## config.mk

```make
export PLATFORM = sky130hd
export DESIGN_NAME = spi_master_byte_engine
export DESIGN_NICKNAME = d
export VERILOG_FILES = /design/src/rtl/core/spi_mbe_pkg.sv /design/src/rtl/core/spi_master_byte_engine.sv /design/src/rtl/core/spi_mbe_cfg.sv /design/src/rtl/core/spi_mbe_step.sv
export SDC_FILE = /design/constraint.sdc
export NUM_CORES = 1
export LEC_CHECK = 0
export BUFFER_PORTS_ARGS = -buffer_cell sky130_fd_sc_hd__buf_4
export CAP_MARGIN = 20
export CORE_AREA = 4 4 102 123
export DETAILED_ROUTE_END_ITERATION = 7
export DIE_AREA = 0 0 106 127
export SYNTH_ARGS = -nofsm -noshare
export SYNTH_HDL_FRONTEND = slang
export SYNTH_SLANG_ARGS = --single-unit
```

## constraint.sdc

```tcl
create_clock -name clk -period 6.25 [get_ports clk]
set_input_delay 0.625 -clock clk [delete_from_list [all_inputs] [get_ports clk]]
set_output_delay 0.625 -clock clk [all_outputs]
set_load 0.1 [all_outputs]
```

## src/rtl/core/spi_mbe_pkg.sv

```systemverilog
package spi_mbe_pkg;

  typedef enum logic [1:0] {
    ACT_TICK        = 2'd0,
    ACT_WRITE_DATA  = 2'd1,
    ACT_READ_DATA   = 2'd2,
    ACT_READ_STATUS = 2'd3
  } action_t;

  // Configuration register indexes.
  localparam int unsigned CFG_IDX_W = 8;
  localparam logic [CFG_IDX_W-1:0] CFG_CLOCK_MODE  = 8'd0;
  localparam logic [CFG_IDX_W-1:0] CFG_LSB_FIRST   = 8'd1;
  localparam logic [CFG_IDX_W-1:0] CFG_RATE_SELECT = 8'd2;
  localparam logic [CFG_IDX_W-1:0] CFG_RX_IRQ_EN   = 8'd3;
  localparam int unsigned CFG_DATA_W = 8;

  localparam logic [2:0] RATE_SEL_RESET = 3'd1;
  localparam logic [2:0] RATE_SEL_MAX   = 3'd6;
  localparam logic [3:0] LAST_EDGE      = 4'd15;

  typedef struct packed {
    logic [1:0] action;
    logic [7:0] write_data;
    logic       miso_in;
  } item_t;

  typedef struct packed {
    logic [7:0] read_data;
    logic       done_flag;
    logic       sck_out;
    logic       mosi_out;
    logic       irq_out;
  } result_t;

  typedef struct packed {
    logic [1:0] clock_mode;
    logic       lsb_first;
    logic [2:0] rate_select;
    logic       rx_interrupt_enable;
  } cfg_t;

  // Announces a clock mode write so the idle clock level can follow at once.
  typedef struct packed {
    logic       mode_wr;
    logic [1:0] mode;
  } mode_wr_t;

endpackage

```

## src/rtl/core/spi_master_byte_engine.sv

```systemverilog
// SPI master byte engine, modes 0 to 3. Each item is either a tick of the serial
// clock divider or a register access (write data, read data, read status), and
// every item produces exactly one result. The engine state updates in one pass at
// the accept edge and the result lands in an output register, so a new item is
// accepted every cycle as long as the result register is empty or being drained
// in the same cycle. Throughput is therefore one item per clock, and the result
// is valid in the cycle after accept. The serial clock runs at the tick rate
// divided by 2 << rate_select (rate seven acts as six). Configuration writes
// are taken every cycle and should be made only while no transfer is in flight.
module spi_master_byte_engine (
  input  logic                                clk,
  input  logic                                rst,
  input  logic                                item_valid,
  output logic                                item_ready,
  input  spi_mbe_pkg::item_t                  item,
  output logic                                result_valid,
  input  logic                                result_ready,
  output spi_mbe_pkg::result_t                result,
  input  logic                                cfg_valid,
  output logic                                cfg_ready,
  input  logic [spi_mbe_pkg::CFG_IDX_W-1:0]   cfg_index,
  input  logic [spi_mbe_pkg::CFG_DATA_W-1:0]  cfg_data
);
  import spi_mbe_pkg::*;

  cfg_t     cfg;
  mode_wr_t mode_wr;
  result_t  step_result;
  logic     accept;

  assign cfg_ready  = 1'b1;
  assign item_ready = !result_valid || result_ready;
  assign accept     = item_valid && item_ready;

  spi_mbe_cfg u_cfg (
    .clk      (clk),
    .rst      (rst),
    .wr_en    (cfg_valid && cfg_ready),
    .wr_index (cfg_index),
    .wr_data  (cfg_data),
    .cfg      (cfg),
    .mode_wr  (mode_wr)
  );

  spi_mbe_step u_step (
    .clk     (clk),
    .rst     (rst),
    .accept  (accept),
    .item    (item),
    .cfg     (cfg),
    .mode_wr (mode_wr),
    .result  (step_result)
  );

  always_ff @(posedge clk) begin
    if (rst) begin
      result_valid <= 1'b0;
    end else if (accept) begin
      result_valid <= 1'b1;
    end else if (result_ready) begin
      result_valid <= 1'b0;
    end
  end

  always_ff @(posedge clk) begin
    if (accept) begin
      result <= step_result;
    end
  end

endmodule

```

## src/rtl/core/spi_mbe_cfg.sv

```systemverilog
module spi_mbe_cfg (
  input  logic                                clk,
  input  logic                                rst,
  input  logic                                wr_en,
  input  logic [spi_mbe_pkg::CFG_IDX_W-1:0]   wr_index,
  input  logic [spi_mbe_pkg::CFG_DATA_W-1:0]  wr_data,
  output spi_mbe_pkg::cfg_t                   cfg,
  output spi_mbe_pkg::mode_wr_t               mode_wr
);
  import spi_mbe_pkg::*;

  always_ff @(posedge clk) begin
    if (rst) begin
      cfg.clock_mode          <= 2'd0;
      cfg.lsb_first           <= 1'b0;
      cfg.rate_select         <= RATE_SEL_RESET;
      cfg.rx_interrupt_enable <= 1'b0;
    end else if (wr_en) begin
      unique case (wr_index)
        CFG_CLOCK_MODE:  cfg.clock_mode          <= wr_data[1:0];
        CFG_LSB_FIRST:   cfg.lsb_first           <= wr_data[0];
        CFG_RATE_SELECT: cfg.rate_select         <= wr_data[2:0];
        CFG_RX_IRQ_EN:   cfg.rx_interrupt_enable <= wr_data[0];
        default: ;
      endcase
    end
  end

  assign mode_wr.mode_wr = wr_en && (wr_index == CFG_CLOCK_MODE);
  assign mode_wr.mode    = wr_data[1:0];

endmodule

```

## src/rtl/core/spi_mbe_step.sv

```systemverilog
module spi_mbe_step (
  input  logic                   clk,
  input  logic                   rst,
  input  logic                   accept,
  input  spi_mbe_pkg::item_t     item,
  input  spi_mbe_pkg::cfg_t      cfg,
  input  spi_mbe_pkg::mode_wr_t  mode_wr,
  output spi_mbe_pkg::result_t   result
);
  import spi_mbe_pkg::*;

  logic [7:0] shift_reg, shift_reg_next;
  logic [3:0] edge_count, edge_count_next;
  logic [5:0] divide_count, divide_count_next;
  logic       busy, busy_next;
  logic       done, done_next;
  logic [7:0] rx_hold, rx_hold_next;
  logic       clock_level, clock_level_next;
  logic       sample_bit, sample_bit_next;

  logic [2:0] rate_sat;
  logic [6:0] half_period;
  logic       cpha;
  logic       cpol;
  logic [7:0] rdata;

  function automatic logic [7:0] shift_byte(input logic [7:0] value, input logic in_bit,
                                             input logic lsb);
    logic [7:0] res;
    if (lsb) begin
      res = {in_bit, value[7:1]};
    end else begin
      res = {value[6:0], in_bit};
    end
    return res;
  endfunction

  assign rate_sat    = (cfg.rate_select > RATE_SEL_MAX) ? RATE_SEL_MAX : cfg.rate_select;
  assign half_period = 7'd1 << rate_sat;
  assign cpha        = cfg.clock_mode[0];
  assign cpol        = cfg.clock_mode[1];

  always_comb begin
    shift_reg_next    = shift_reg;
    edge_count_next   = edge_count;
    divide_count_next = divide_count;
    busy_next         = busy;
    done_next         = done;
    rx_hold_next      = rx_hold;
    clock_level_next  = clock_level;
    sample_bit_next   = sample_bit;
    rdata             = 8'd0;

    if (accept) begin
      unique case (action_t'(item.action))
        ACT_TICK: begin
          if (busy) begin
            if ({1'b0, divide_count} + 7'd1 >= half_period) begin
              divide_count_next = 6'd0;
              clock_level_next  = ~clock_level;
              // The sampling edge latches miso, and in trailing-edge sampling the last one also shifts
              // it in; the other edge shifts, except the first in that mode, which has nothing yet.
              if (edge_count[0] == cpha) begin
                sample_bit_next = item.miso_in;
                if (cpha && (edge_count == LAST_EDGE)) begin
                  shift_reg_next = shift_byte(shift_reg, item.miso_in, cfg.lsb_first);
                end
              end else if (!(cpha && (edge_count == 4'd0))) begin
                shift_reg_next = shift_byte(shift_reg, sample_bit, cfg.lsb_first);
              end
              if (edge_count == LAST_EDGE) begin
                busy_next         = 1'b0;
                done_next         = 1'b1;
                rx_hold_next      = shift_reg_next;
                edge_count_next   = 4'd0;
                divide_count_next = 6'd0;
                clock_level_next  = cpol;
              end else begin
                edge_count_next = edge_count + 4'd1;
              end
            end else begin
              divide_count_next = divide_count + 6'd1;
            end
          end
        end
        ACT_WRITE_DATA: begin
          if (!busy) begin
            shift_reg_next    = item.write_data;
            busy_next         = 1'b1;
            edge_count_next   = 4'd0;
            divide_count_next = 6'd0;
            sample_bit_next   = 1'b0;
            clock_level_next  = cpol;
          end
        end
        ACT_READ_DATA: begin
          rdata     = rx_hold;
          done_next = 1'b0;
        end
        ACT_READ_STATUS: begin
          rdata = {done, 7'd0};
        end
        default: ;
      endcase
    end

    // An idle clock follows a mode write immediately.
    if (mode_wr.mode_wr && !busy_next) begin
      clock_level_next = mode_wr.mode[1];
    end
  end

  always_ff @(posedge clk) begin
    if (rst) begin
      shift_reg    <= 8'd0;
      edge_count   <= 4'd0;
      divide_count <= 6'd0;
      busy         <= 1'b0;
      done         <= 1'b0;
      rx_hold      <= 8'd0;
      clock_level  <= 1'b0;
      sample_bit   <= 1'b0;
    end else begin
      shift_reg    <= shift_reg_next;
      edge_count   <= edge_count_next;
      divide_count <= divide_count_next;
      busy         <= busy_next;
      done         <= done_next;
      rx_hold      <= rx_hold_next;
      clock_level  <= clock_level_next;
      sample_bit   <= sample_bit_next;
    end
  end

  assign result.read_data = rdata;
  assign result.done_flag = done_next;
  assign result.sck_out   = clock_level_next;
  assign result.mosi_out  = cfg.lsb_first ? shift_reg_next[0] : shift_reg_next[7];
  assign result.irq_out   = done_next & cfg.rx_interrupt_enable;

  a_end_sets_done: assert property (@(posedge clk) disable iff (rst)
    $fell(busy) |-> done)
    else $error("transfer ended without setting done");

  a_idle_counters_clear: assert property (@(posedge clk) disable iff (rst)
    !busy |-> (edge_count == 4'd0) && (divide_count == 6'd0))
    else $error("counters not cleared while idle");

  a_idle_clock_level: assert property (@(posedge clk) disable iff (rst)
    !busy |-> (clock_level == cfg.clock_mode[1]))
    else $error("idle clock level differs from clock polarity");

endmodule
```

# Yosys cells after proc, flatten, opt, wreduce, memory -nomap -nowiden
# Cells that the tools add are included.
[classes]
n_addsub = 3
order_cmp = 2
eq_ne = 12
shifts = 1
mux = 46
bitwise = 2
reduce_logical = 21
[op_table]
columns = ["op", "n"]
rows = [
  ["2-to-1 mux 8 bit", 9],
  ["one-hot mux 8 bit (2 select lines)", 2],
  ["2-to-1 mux 1 bit", 21],
  ["2-to-1 mux 6 bit", 3],
  ["== test 8 x 2 -> 1 bit, second input constant", 2],
  ["2-to-1 mux 4 bit", 4],
  ["one-hot mux 6 bit (2 select lines)", 1],
  ["AND reduction 5 bit", 2],
  ["== test 8 x 1 -> 1 bit, second input constant", 1],
  ["zero test 8 bit", 1],
  ["one-hot mux 1 bit (2 select lines)", 4],
  ["one-hot mux 4 bit (2 select lines)", 1],
  ["AND reduction 2 bit", 4],
  ["adder 6 x 1 -> 7 bit, second input constant", 1],
  [">= comparator 7 bit", 1],
  ["<< shifter 1 x 3 -> 7 bit, first input constant", 1],
  ["adder 6 x 1 -> 6 bit, second input constant", 1],
  ["inequality test 2 x 1 -> 1 bit, second input constant", 3],
  ["AND reduction 6 bit", 1],
  ["logical AND 1 bit", 5],
  ["adder 4 x 1 -> 4 bit, second input constant", 1],
  ["== test 2 bit, second input constant", 2],
  ["== test 4 bit, second input constant", 1],
  ["zero test 4 bit", 1],
  ["12 further kinds", 14],
]
[totals]
reg_bits = 50
in_bits = 32
output_inout_bits = 15
wordCells = 106

# Logic depth before layout (Yosys ltp)
# Gate-level depths: netlist (run 1).
[depth]
word_depth = 11
depth_mapped = 11
depth_no_buf = 10

# Cells and area by module
# From an unflattened synthesis (run 1), not the netlist that was laid out.
[unflattened]
hier_cells = 333
hier_area_um2 = 3025.4
[by_module_without_submodules]
columns = ["mod", "n_inst", "cells_each", "area_per_inst_um2", "seq_area_each_um2"]
rows = [
  ["spi_mbe_step", 1, 277, 2209.6, 600.6],
  ["spi_master_byte_engine", 1, 19, 426.7, 380.4],
  ["spi_mbe_cfg", 1, 37, 389.1, 140.1],
]

# Worst setup path before layout (run 1)
# Ideal clock, no wire load.
[synth_path]
path_kind = "register to register"
start = "register result_valid"
end = "register u_step.rx_hold[0]"
setup_ps = 128
arrival_time_ps = 2618
required_ps = 6122
path_slack_ps = 3504
path_stages_with_launch = 9
path_buffers = 0
synth_period_minus_slack_ps = 2746
path_cell_list = "dfxtp_1 nor2b_1 inv_2 nand2_1 inv_2 nand2_1 nor3_2 mux2i_1 nor2_1"
[synth_via]
elab_chain_len = 4
[synth_lines]
columns = ["item", "line_no", "source"]
rows = [
  ["from (decl)", "spi_master_byte_engine.sv:16", "output logic result_valid,"],
  ["from (signal assigned)", "spi_master_byte_engine.sv:57", "result_valid <= 1'b0;"],
  ["from (signal assigned)", "spi_master_byte_engine.sv:59", "result_valid <= 1'b1;"],
  ["from (signal assigned)", "spi_master_byte_engine.sv:61", "result_valid <= 1'b0;"],
  ["zero test 1 bit", "spi_master_byte_engine.sv:32", "assign item_ready = !result_valid || result_ready;"],
  ["logical OR 1 bit", "spi_master_byte_engine.sv:32", ""],
  ["net item_ready", "spi_master_byte_engine.sv:14", "output logic item_ready,"],
  ["logical AND 1 bit", "spi_master_byte_engine.sv:33", "assign accept = item_valid && item_ready;"],
  ["net accept", "spi_master_byte_engine.sv:29", "logic accept;"],
  ["AND reduction 5 bit (no source line)", "n/a", ""],
  ["to (signal assigned)", "spi_mbe_step.sv:129", "rx_hold <= rx_hold_next;"],
  ["to (decl)", "spi_mbe_step.sv:17", "logic [7:0] rx_hold, rx_hold_next;"],
]
# The timed path passes the listed nets, and every way through them passes these cells.
# A chain may end at the register's enable or synchronous reset.

==> results.md, run 1 <==
* Outcome: complete, no violations
* Initial DRC count at a little over 80
* 1st-pass router iterations at 4
* Row cnt at between 40 and 50
* Die area at 0.0135 sq mm
* Post-synthesis cell area at 0.00277 sq mm
* Area leader, netlist: dfxtp_1
* Maximum vdd drop at 0.110 mV
* Area growth, synth to finish at 20.9%
* Synth cell types at a little under 60
* Final Max Tran Viols at 0
* Die width at ~110 um
* Detailed Place HPWL at between 4000 and 5000 um
* Clock share of power at 0.375
* Critical path startpoint category: register
* Crit path capture type: register
* CP required at ~6.3 ns
* Most frequent cells in the layout: 45 x nor2_1, 41 x buf_4, 38 x dfxtp_1
* Net Sw Power at 186 uW
* Worst-margin pin slew at between 0.6 and 0.7 ns
* Number of global-route vias before repair at 2296
* Worst Path Arrival at 2.85 ns
* Part of the power in combinational logic at 0.134
* Antenna diodes at 0
* DR DRC count at 0
* Syn_nets at between 300 and 400
* Vias at about 2400
* Min-delay worst type: register to register
* WL/cell at around 13 um
* Synth warnings at 0
* Clk buf depth at 2
* Final nets at between 300 and 400
* Total GRT Usage at 0.0970
* CTS tree: built
* Final setup violation count at 0
* Crit Path Max Fanout at 9
* Commonest non-fill, non-tap cell in the layout: nor2_1
* Initial core utilization at 0.243
* I/O pin total at 47
* Cell Int Power at 511 uW
* Post-Route WL at approximately 6500 um
* Initial antenna violation count at 0
* PortBufs at 40
* Min cycle time layout at around 2.8 ns
* Seq/Total Area, Yosys at 0.404
* Die Y at 127 um
* Number of clock sinks at 50
* Max FFs per register at 12
* Register share of total power at 0.491
* Hold WS at about 0.46 ns
* Lkg Pwr at about 1.2 nW
* Syn avg cell area at between 9 and 10 sq um
* Skew-Pair Late Insertion Delay at 0.28 ns
* Tcrit/Tclk final at 0.453
* Max Cap Viol at 0
* Post-synth EDFFs at 12
* Total grt overflow at 0
* Synth Instances at 308
* Setup TNS Final at 0 ns
* Final hold vios at 0
* Routability Congestion at just over 0.8
* Setup Skew at 0.00271 ns
* Synth area leaders: dfxtp_1 27%, edfxtp_1 13%, mux2i_1 6.9%
* Sw Ratio at 0.267
* Core ar. at roughly 0.011 sq mm
* Number of setup buffers added after CTS at 0
* CTS resizes at 0
* Share of cells above drive strength 1 at 0.178
* Hold Buf Count CTS at 0
* Top_reg_cell synth: dfxtp_1
* PD cells at around 210 mW/mm^2
* Top-area cell type share of the netlist area at 0.274
* Unrepaired setup endpoints after global routing: no
* Critical setup path kind: register to register
* Post-route ant nets at 0
* Drt via density at 4.74
* Slew Limit Headroom at 0.556
* Fraction of registers with async set/reset at 0
* Clock-pin slew on the worst setup and hold paths at around 0.07 ns
* Largest net degree at the start of global routing at 37
* Max Clk Rate at roughly 350 MHz
* First-pass GRT wire length at approximately 11000 um
* Number of fill cells in the layout at between 1000 and 1500
* H-tree depth at 2
* Num CTS Buffers at 5
* #FFs+latches synth at 50
* Root Buffer: clkbuf_16
==> critical path: stages (launching register included) <==
cell	delay (ns)
dfxtp_1	0.45
ha_1	0.27
nand3_1	0.19
a21oi_1	0.56
or2_1	0.39
a221oi_2	0.12
a221oi_1	0.42
o32ai_1	0.17
==> synthesized netlist by cell type (4+ instances only) <==
cell       count
o2bb2ai_1      4
mux2i_1       19
a22oi_1       10
and2_1         9
ha_1          10
inv_1          5
edfxtp_1      12
o21ai_0        4
nor2b_1       10
nand2_1       18
nor3_1        12
a21oi_1       18
nor2_1        45
nand2b_1       7
dfxtp_1       38
nand3_1       10
clkbuf_1       9
==> worst paths after layout <==
kind                        start                 to  slack [ns]  cells past startpoint
max          u_step.edge_count[0]          result[1]        3.42                      7
min             u_step.rx_hold[6]  u_step.rx_hold[6]        0.46                      2
max reg2reg  u_step.edge_count[0]          result[1]        3.42                      7
min reg2reg     u_step.rx_hold[6]  u_step.rx_hold[6]        0.46                      2
==> cell type report <==
type,instances,area (sq um),share of cell area
inverters,7,26.3,0.00784
flip-flops and latches,50,1120,0.334
multi-input cells,237,1560,0.465
repair buffers,41,308,0.0918
clock buffers,5,125,0.0373
clock inverters,3,16.3,0.00485
well taps,157,196,0.0586
==> metal layers <==
metal,vias to the layer above,GRT usage,wire (um)
met5,-,0,0
met4,0,0.0320,101
met3,9,0.0232,239
met2,30,0.181,3490
met1,1133,0.107,2650
li1,1199,-,-
==> metrics by stage <==
stage                util  total power [mW]  instance area, sq um  std cells  worst slack, ns
floorplan               -             0.413                  2770        308             3.50
global placement    0.282             0.442                  3210        492             3.49
detailed placement  0.282             0.444                  3210        492             3.43
CTS                 0.294             0.703                  3350        500             3.41
global route        0.294             0.722                  3350        500             3.20
finish              0.294             0.697                  3350        500             3.42
==> cells by family (layout without fill, tap and decap cells) <==
group,count (synthesis),after routing,synth area share
AO/OA/AOI/OAI,66,66,0.177
XOR/XNOR,5,5,0.0158
adder cells (fa/ha/maj),10,10,0.0451
buffers and inverters,21,56,0.0334
flip-flops,50,50,0.404
multiplexers,20,20,0.0726
other,1,1,0.00135
AND/OR/NAND/NOR,135,135,0.251
==> power by group through the flow <==
stage / clock network (mW) / registers (mW) / logic (mW)
floorplan: 0 / 0.379 / 0.0345
global placement: 0 / 0.349 / 0.0929
detailed placement: 0 / 0.349 / 0.0942
CTS: 0.267 / 0.342 / 0.0945
global route: 0.279 / 0.343 / 0.0999
finish: 0.261 / 0.342 / 0.0936
(Power assumes the default switching activity.)
==> run 2, diff against run 1 <==
- clock period: 6.25 -> 2.3 ns (I/O delays scaled with it)
==> run 2 against run 1 <==
Effect of this change:
- the run now ends with negative setup slack left
- final cell count up 6.6%
- combinational power grew to 3.1 times the previous value
- sequential share of layout area shrank 5.8 points
- largest power group unchanged
- cell area is 22% higher
- critical endpoint is now u_step.divide_count[0]
- first-iteration DRC count rose by 51%
- core utilization rose by 6.6 points
- wire length grew 14%
- sequential power rose to 2.7 times the previous value
- critical path depth increased by 4
- count of clock-buffer cells in the layout unchanged
- clock power grew to 2.9 times the previous value
- register-to-register slack lost 3.6 ns
==> results.md, run 2 (synthesis gave the netlist of run 1 again) <==
* Outcome: finished, violations left
* Failing checks: negative setup slack
* Total grt overflow at 0 (unchanged)
* Die Y at 127 um (unchanged)
* Unrepaired setup endpoints after global routing: yes
* Cell Int Power at 1.42 mW (+180%)
* WL/cell at 13.9 um (+6.9%)
* Final hold vios at 0 (unchanged)
* Die width at 106 um (unchanged)
* Routability Congestion at 0.806 (-0.41%)
* WP depth at 11 (+4)
* Drt via density at 4.74 (about the same)
* Area growth, synth to finish at 48.0%
* Final setup margin at -0.175 ns (-3.59 ns)
* CTS tree: built
* Hold Buf Count CTS at 0 (unchanged)
* Kind of cell adding the most delay to the critical path: simple AND/OR/NAND/NOR gates
* Min-delay worst type: primary input to register
* Die area at 0.0135 sq mm (unchanged)
* CP required at 2.48 ns (-3.78 ns)
* Initial DRC count at 124 (+51%)
* CP dominant cell by count: ha_4
* Vias at 2529 (+6.7%)
* Commonest non-fill, non-tap cell in the layout: buf_4
* Tcrit/Tclk final at 1.08 (+0.623)
* Critical setup path kind: register to register
* Final nets at 417 (+8.6%)
* M1 GR Usage at 0.113 (+0.00571)
* Initial antenna violation count at 0 (unchanged)
* Maximum vdd drop at 0.335 mV (+200%)
* M3 GR Usage at 0.0243 (+0.00101)
* Number of global-route vias before repair at 2550 (+11%)
* Clk buf depth at 2 (unchanged)
* I/O pin total at 47 (unchanged)
* Largest net degree at the start of global routing at 37 (unchanged)
* GRT busiest layer: met2
* Row cnt at 43 (unchanged)
* Number of clock sinks at 50 (unchanged)
* Detailed Place HPWL at 5340 um (+7.1%)
* Lkg Pwr at 1.49 nW (+22%)
* Skew-Pair Late Insertion Delay at 0.29 ns (about the same)
* Global routing usage on met2 at 0.214 (+0.0330)
* Final Max Tran Viols at 0 (unchanged)
* Max FFs per register at 12 (unchanged)
* Part of the power in combinational logic at 0.147 (+0.013)
* Post-Route WL at 7390 um (+14%)
* CP Buf/Inv Count at 1 (+1)
* Max Cap Viol at 0 (unchanged)
* Min cycle time layout at 2.48 ns (-0.358 ns)
* H-tree depth at 2 (unchanged)
* Antenna diodes at 0 (unchanged)
* Max incr delay on CP at 0.38 ns (-0.18 ns)
* Share of cells above drive strength 1 at 0.418 (+0.240)
* Hold WS at 0.179 ns (-0.286 ns)
* Root Buffer: clkbuf_16
* Critical path startpoint category: register
* Design Power at 1.99 mW (+190%)
* Register share of total power at 0.466 (-0.025)
* Post-route ant nets at 0 (unchanged)
* Most frequent cells in the layout: 69 x buf_4, 41 x nor2_1, 30 x dfxtp_1
* PortBufs at 40 (unchanged)
* Num CTS Buffers at 5 (unchanged)
* Net Sw Power at 564 uW (+200%)
* Setup Skew at 0.00470 ns (+0.00198 ns)
* Core ar. at 0.0114 sq mm (unchanged)
* Total GRT Usage at 0.109 (+0.0121)
* 1st-pass router iterations at 4 (unchanged)
* FF-to-FF path depth at 11 (+4)
* PD cells at 484 mW/mm^2 (+130%)
* Clock-pin slew on the worst setup and hold paths at 0.07 ns (about the same)
* Max Clk Rate at 404 MHz (+14%)
* Clock share of power at 0.387 (+0.012)
* Hold Path Stages at 3 (+1)
* Worst Path Arrival at 2.66 ns (-0.19 ns)
* Crit-path slowest cell: dfxtp_4
* Initial core utilization at 0.243 (unchanged)
* First-pass GRT wire length at 12000 um (+11%)
* Crit Path Max Fanout at 8 (-1)
* Critical path cell sequence: ha_4, nand3_4, xnor2_4, ha_4, nand4_1, nand3_2, a31oi_4, buf_12, and4_4, nor2_1, a311oi_2
* Final setup violation count at 26 (+26)
* Crit path capture type: register
* Sw Ratio at 0.284 (+0.0167)
* DR DRC count at 0 (unchanged)
run 2: cell count changes in the layout (fill, tap and decap cells not counted), moves of 5 or more:
cell	delta
buf_4	+28
a22oi_1	-9
a22oi_2	+9
dfxtp_1	-8
dfxtp_2	+6
a21oi_1	-5
a21oi_2	+5
ha_1	-5
ha_4	+5
run 2: final timing paths:
path	from	endpoint	slack (ns)
max	u_step.divide_count[1]	u_step.divide_count[0]	-0.18
min	item_valid	result_valid	0.18
max reg2reg	u_step.divide_count[1]	u_step.divide_count[0]	-0.18
min reg2reg	u_step.sample_bit	u_step.sample_bit	0.48
run 2: routing by layer:
metal  wire length [um]  up-vias
met2               4220       44
met3                316        9
met5                  0        -
li1                   -     1266
met4                104        0
met1               2750     1210
run 2: tightest hold or removal path, stage by stage:
cell and delay (ns):
buf_4 0.10, nor2_1 0.04, nor2_1 0.06
run 2: power by group through the flow:
stage / combinational [mW] / sequential (mW) / clock, mW
global route: 0.309 / 0.928 / 0.822
CTS: 0.279 / 0.926 / 0.790
global placement: 0.266 / 0.947 / 0
floorplan: 0.0961 / 1.03 / 0
detailed placement: 0.270 / 0.948 / 0
finish: 0.292 / 0.926 / 0.769
run 2: cell type report:
type	instances	area, sq um
repair buffers	74	596
multi-input cells	237	2000
clock buffers	5	125
fillers	1179	7300
flip-flops and latches	50	1140
inverters	7	28.8
well taps	157	196
clock inverters	3	28.8
run 2: per-stage QoR:
stage / utilization / setup WS [ns] / TNS (ns) / instance area (sq um) / std cells
after global routing: 0.360 / -0.256 / -4.39 / 4110 / 533
after detailed placement: 0.306 / -0.283 / -4.80 / 3490 / 523
after global placement: 0.306 / -0.179 / -3.39 / 3490 / 523
after CTS: 0.346 / -0.0819 / -0.438 / 3940 / 533
after floorplan: - / -0.0619 / -0.107 / 2820 / 308
final: 0.360 / -0.175 / -2.14 / 4110 / 533
run 2: timing repair:
action,4_1_cts,5_1_grt
gates resized for setup,50,32
setup endpoints to repair,33,33
setup buffers,2,1
pin swaps,33,27
==> run 3, diff against run 2 <==
--- a/constraint.sdc
+++ b/constraint.sdc
@@ -3,2 +3,2 @@
 set_output_delay 0.23 -clock clk [all_outputs]
-set_load 0.1 [all_outputs]
+set_load 0.05 [all_outputs]
==> run 3 against run 2 <==
Effect of this change:
- the flow still finishes with violations (negative setup slack)
- combinational power is 19% lower
- clock skew is 0.00055 ns higher
- core utilization is 0.42 points lower
- wire length is 0.97% higher
- register-to-register slack better by 0.08 ns
- fmax is 3.5% higher
- non-clock buffer count is 11 higher
- count of clock-buffer cells in the layout stayed put
- sequential cell count stayed put
- critical path depth is 1 higher
- worst hold slack worse by 0.012 ns
- critical endpoint is now u_step.sample_bit
- largest power group unchanged
==> results.md, run 3 (synthesis gave the netlist of run 1 again) <==
* Final setup margin at -0.0905 ns (+0.0848 ns)
* Total grt overflow at 0 (unchanged)
* Final hold vios at 0 (unchanged)
* Seq. cell area at 0.00114 sq mm (+0.11%)
* Failing checks: negative setup slack
* Worst Path Arrival at 2.62 ns (-0.04 ns)
* Max Cap Viol at 0 (unchanged)
* Commonest non-fill, non-tap cell in the layout: buf_4
* Critical Path Start: u_step.divide_count[1]
* CTS tree: built
* Crit Path Max Fanout at 7 (-1)
* CP required at 2.53 ns (+0.05 ns)
* Core ar. at 0.0114 sq mm (unchanged)
* WL/cell at 13.7 um (-1.1%)
* Final Max Tran Viols at 0 (unchanged)
* Die Y at 127 um (unchanged)
* Critical setup path kind: register to register
* Detailed Place HPWL at 5400 um (+1.0%)
* 1st-pass router iterations at 4 (unchanged)
* Die area at 0.0135 sq mm (unchanged)
* Setup Skew at 0.00525 ns (+0.000548 ns)
* Initial antenna violation count at 0 (unchanged)
* Max Clk Rate at 418 MHz (+3.5%)
* Unrepaired setup endpoints after global routing: yes
* Vias at 2537 (+0.32%)
* Largest net degree at the start of global routing at 37 (unchanged)
* Critical path startpoint category: register
* Min cycle time layout at 2.39 ns (-0.0848 ns)
* Dpl ws at -0.327 ns (-0.0440 ns)
* Post-Route WL at 7460 um (+0.97%)
* Clk buf depth at 2 (unchanged)
* Max FFs per register at 12 (unchanged)
* Number of clock sinks at 50 (unchanged)
* Area growth, synth to finish at 46.3%
* H-tree depth at 2 (unchanged)
* Multi-input logic area at 0.00188 sq mm (-5.8%)
* Core Util, Final at 0.356 (-0.00417)
* Launch point of the worst reg-to-reg path: u_step.divide_count[1]
* Setup TNS Final at -0.294 ns (+1.85 ns)
* Root Buffer: clkbuf_16
* Crit path capture type: register
* Initial core utilization at 0.243 (unchanged)
* Final nets at 428 (+2.6%)
* Row cnt at 43 (unchanged)
* Drt via density at 4.66 (-1.7%)
* DR DRC count at 0 (unchanged)
* PortBufs at 40 (unchanged)
* Post-route ant nets at 0 (unchanged)
* I/O pin total at 47 (unchanged)
* Die width at 106 um (unchanged)
* Total GRT Usage at 0.113 (+0.00376)
* Routability Congestion at 0.805 (-0.12%)
* Most frequent cells in the layout: 79 x buf_4, 41 x nor2_1, 31 x dfxtp_1
* Share of cells above drive strength 1 at 0.393 (-0.0248)
* Number of fill cells in the layout at 1143 (-3.1%)
* Min-delay worst type: primary input to register
* Maximum vdd drop at 0.265 mV (-21%)
* Worst Hold Launch: cfg_data[2]
* Final setup violation count at 10 (-62%)
* Skew-Pair Late Insertion Delay at 0.30 ns (about the same)
* Tcrit/Tclk final at 1.04 (-0.0369)
* Clock-pin slew on the worst setup and hold paths at 0.07 ns (about the same)
* First-pass GRT wire length at 12400 um (+3.2%)
* Post-Place Cells at 526 (+0.57%)
* Num CTS Buffers at 5 (unchanged)
* Number of global-route vias before repair at 2635 (+3.3%)
* Lkg Pwr at 1.53 nW (+2.5%)
* Outcome: finished, violations left
* PD cells at 472 mW/mm^2 (-2.5%)
* Antenna diodes at 0 (unchanged)
* Initial DRC count at 123 (-0.81%)
* Final Non-Filler Cells at 544 (+2.1%)
## run 3: cell count changes in the layout (fill, tap and decap cells not counted), sizes merged
cell	before	now
clkinvlp	0	2
buf	74	85
clkinv	1	0
inv	9	8
## run 3: worst max-delay path, stage by stage (launching register included)
cell	delay (ns)
dfxtp_4	0.39
ha_4	0.17
nand3_4	0.10
xnor2_4	0.16
ha_4	0.27
nand4_1	0.12
nand3_2	0.12
a31oi_4	0.05
buf_6	0.15
buf_6	0.12
o31a_1	0.24
or3_1	0.33
a21oi_2	0.12
## run 3: where the power goes
group	switching, mW	total (mW)	internal [mW]
clock network	0.346	0.754	0.407
logic	0.144	0.236	0.0924
registers	0.0122	0.924	0.912
total	0.503	1.91	1.41
## run 3: timing repair
action / 4_1_cts / 5_1_grt
setup buffers: 6 / 4
hold buffers: 0 / 0
endpoints found under the setup margin: 33 / 33
pin swaps: 28 / 9
resized for setup: 44 / 22
## run 3: final cells by class
type	instances	area share
clock inverter	3	0.00586
tap	157	0.0484
multi-input combinational	237	0.463
inverter	7	0.00647
timing repair buffer	85	0.165
clock buffer	5	0.0308
sequential	50	0.280
## run 3: through the flow
step	cell area, sq um	power (mW)	hold WS (ns)
CTS	3900	1.93	0.162
global placement	3490	1.17	0.452
finish	4060	1.91	0.167
floorplan	2810	1.07	0.348
detailed placement	3490	1.17	0.463
global route	4060	2.00	0.183
## run 3: final timing paths
check | to | slack (ns) | cells past startpoint
worst max-delay path | u_step.sample_bit | -0.09 | 12
worst min-delay path | u_cfg.cfg[3] | 0.17 | 3
worst max register to register | u_step.sample_bit | -0.09 | 12
worst min register to register | u_step.rx_hold[6] | 0.47 | 2
## run 3: per-layer routing
layer / GRT usage / routed length (um) / part of all wire
met5: 0 / 0 / 0
met4: 0.0328 / 100 / 0.013
met3: 0.0268 / 301 / 0.040
met2: 0.218 / 4160 / 0.56
met1: 0.121 / 2900 / 0.39
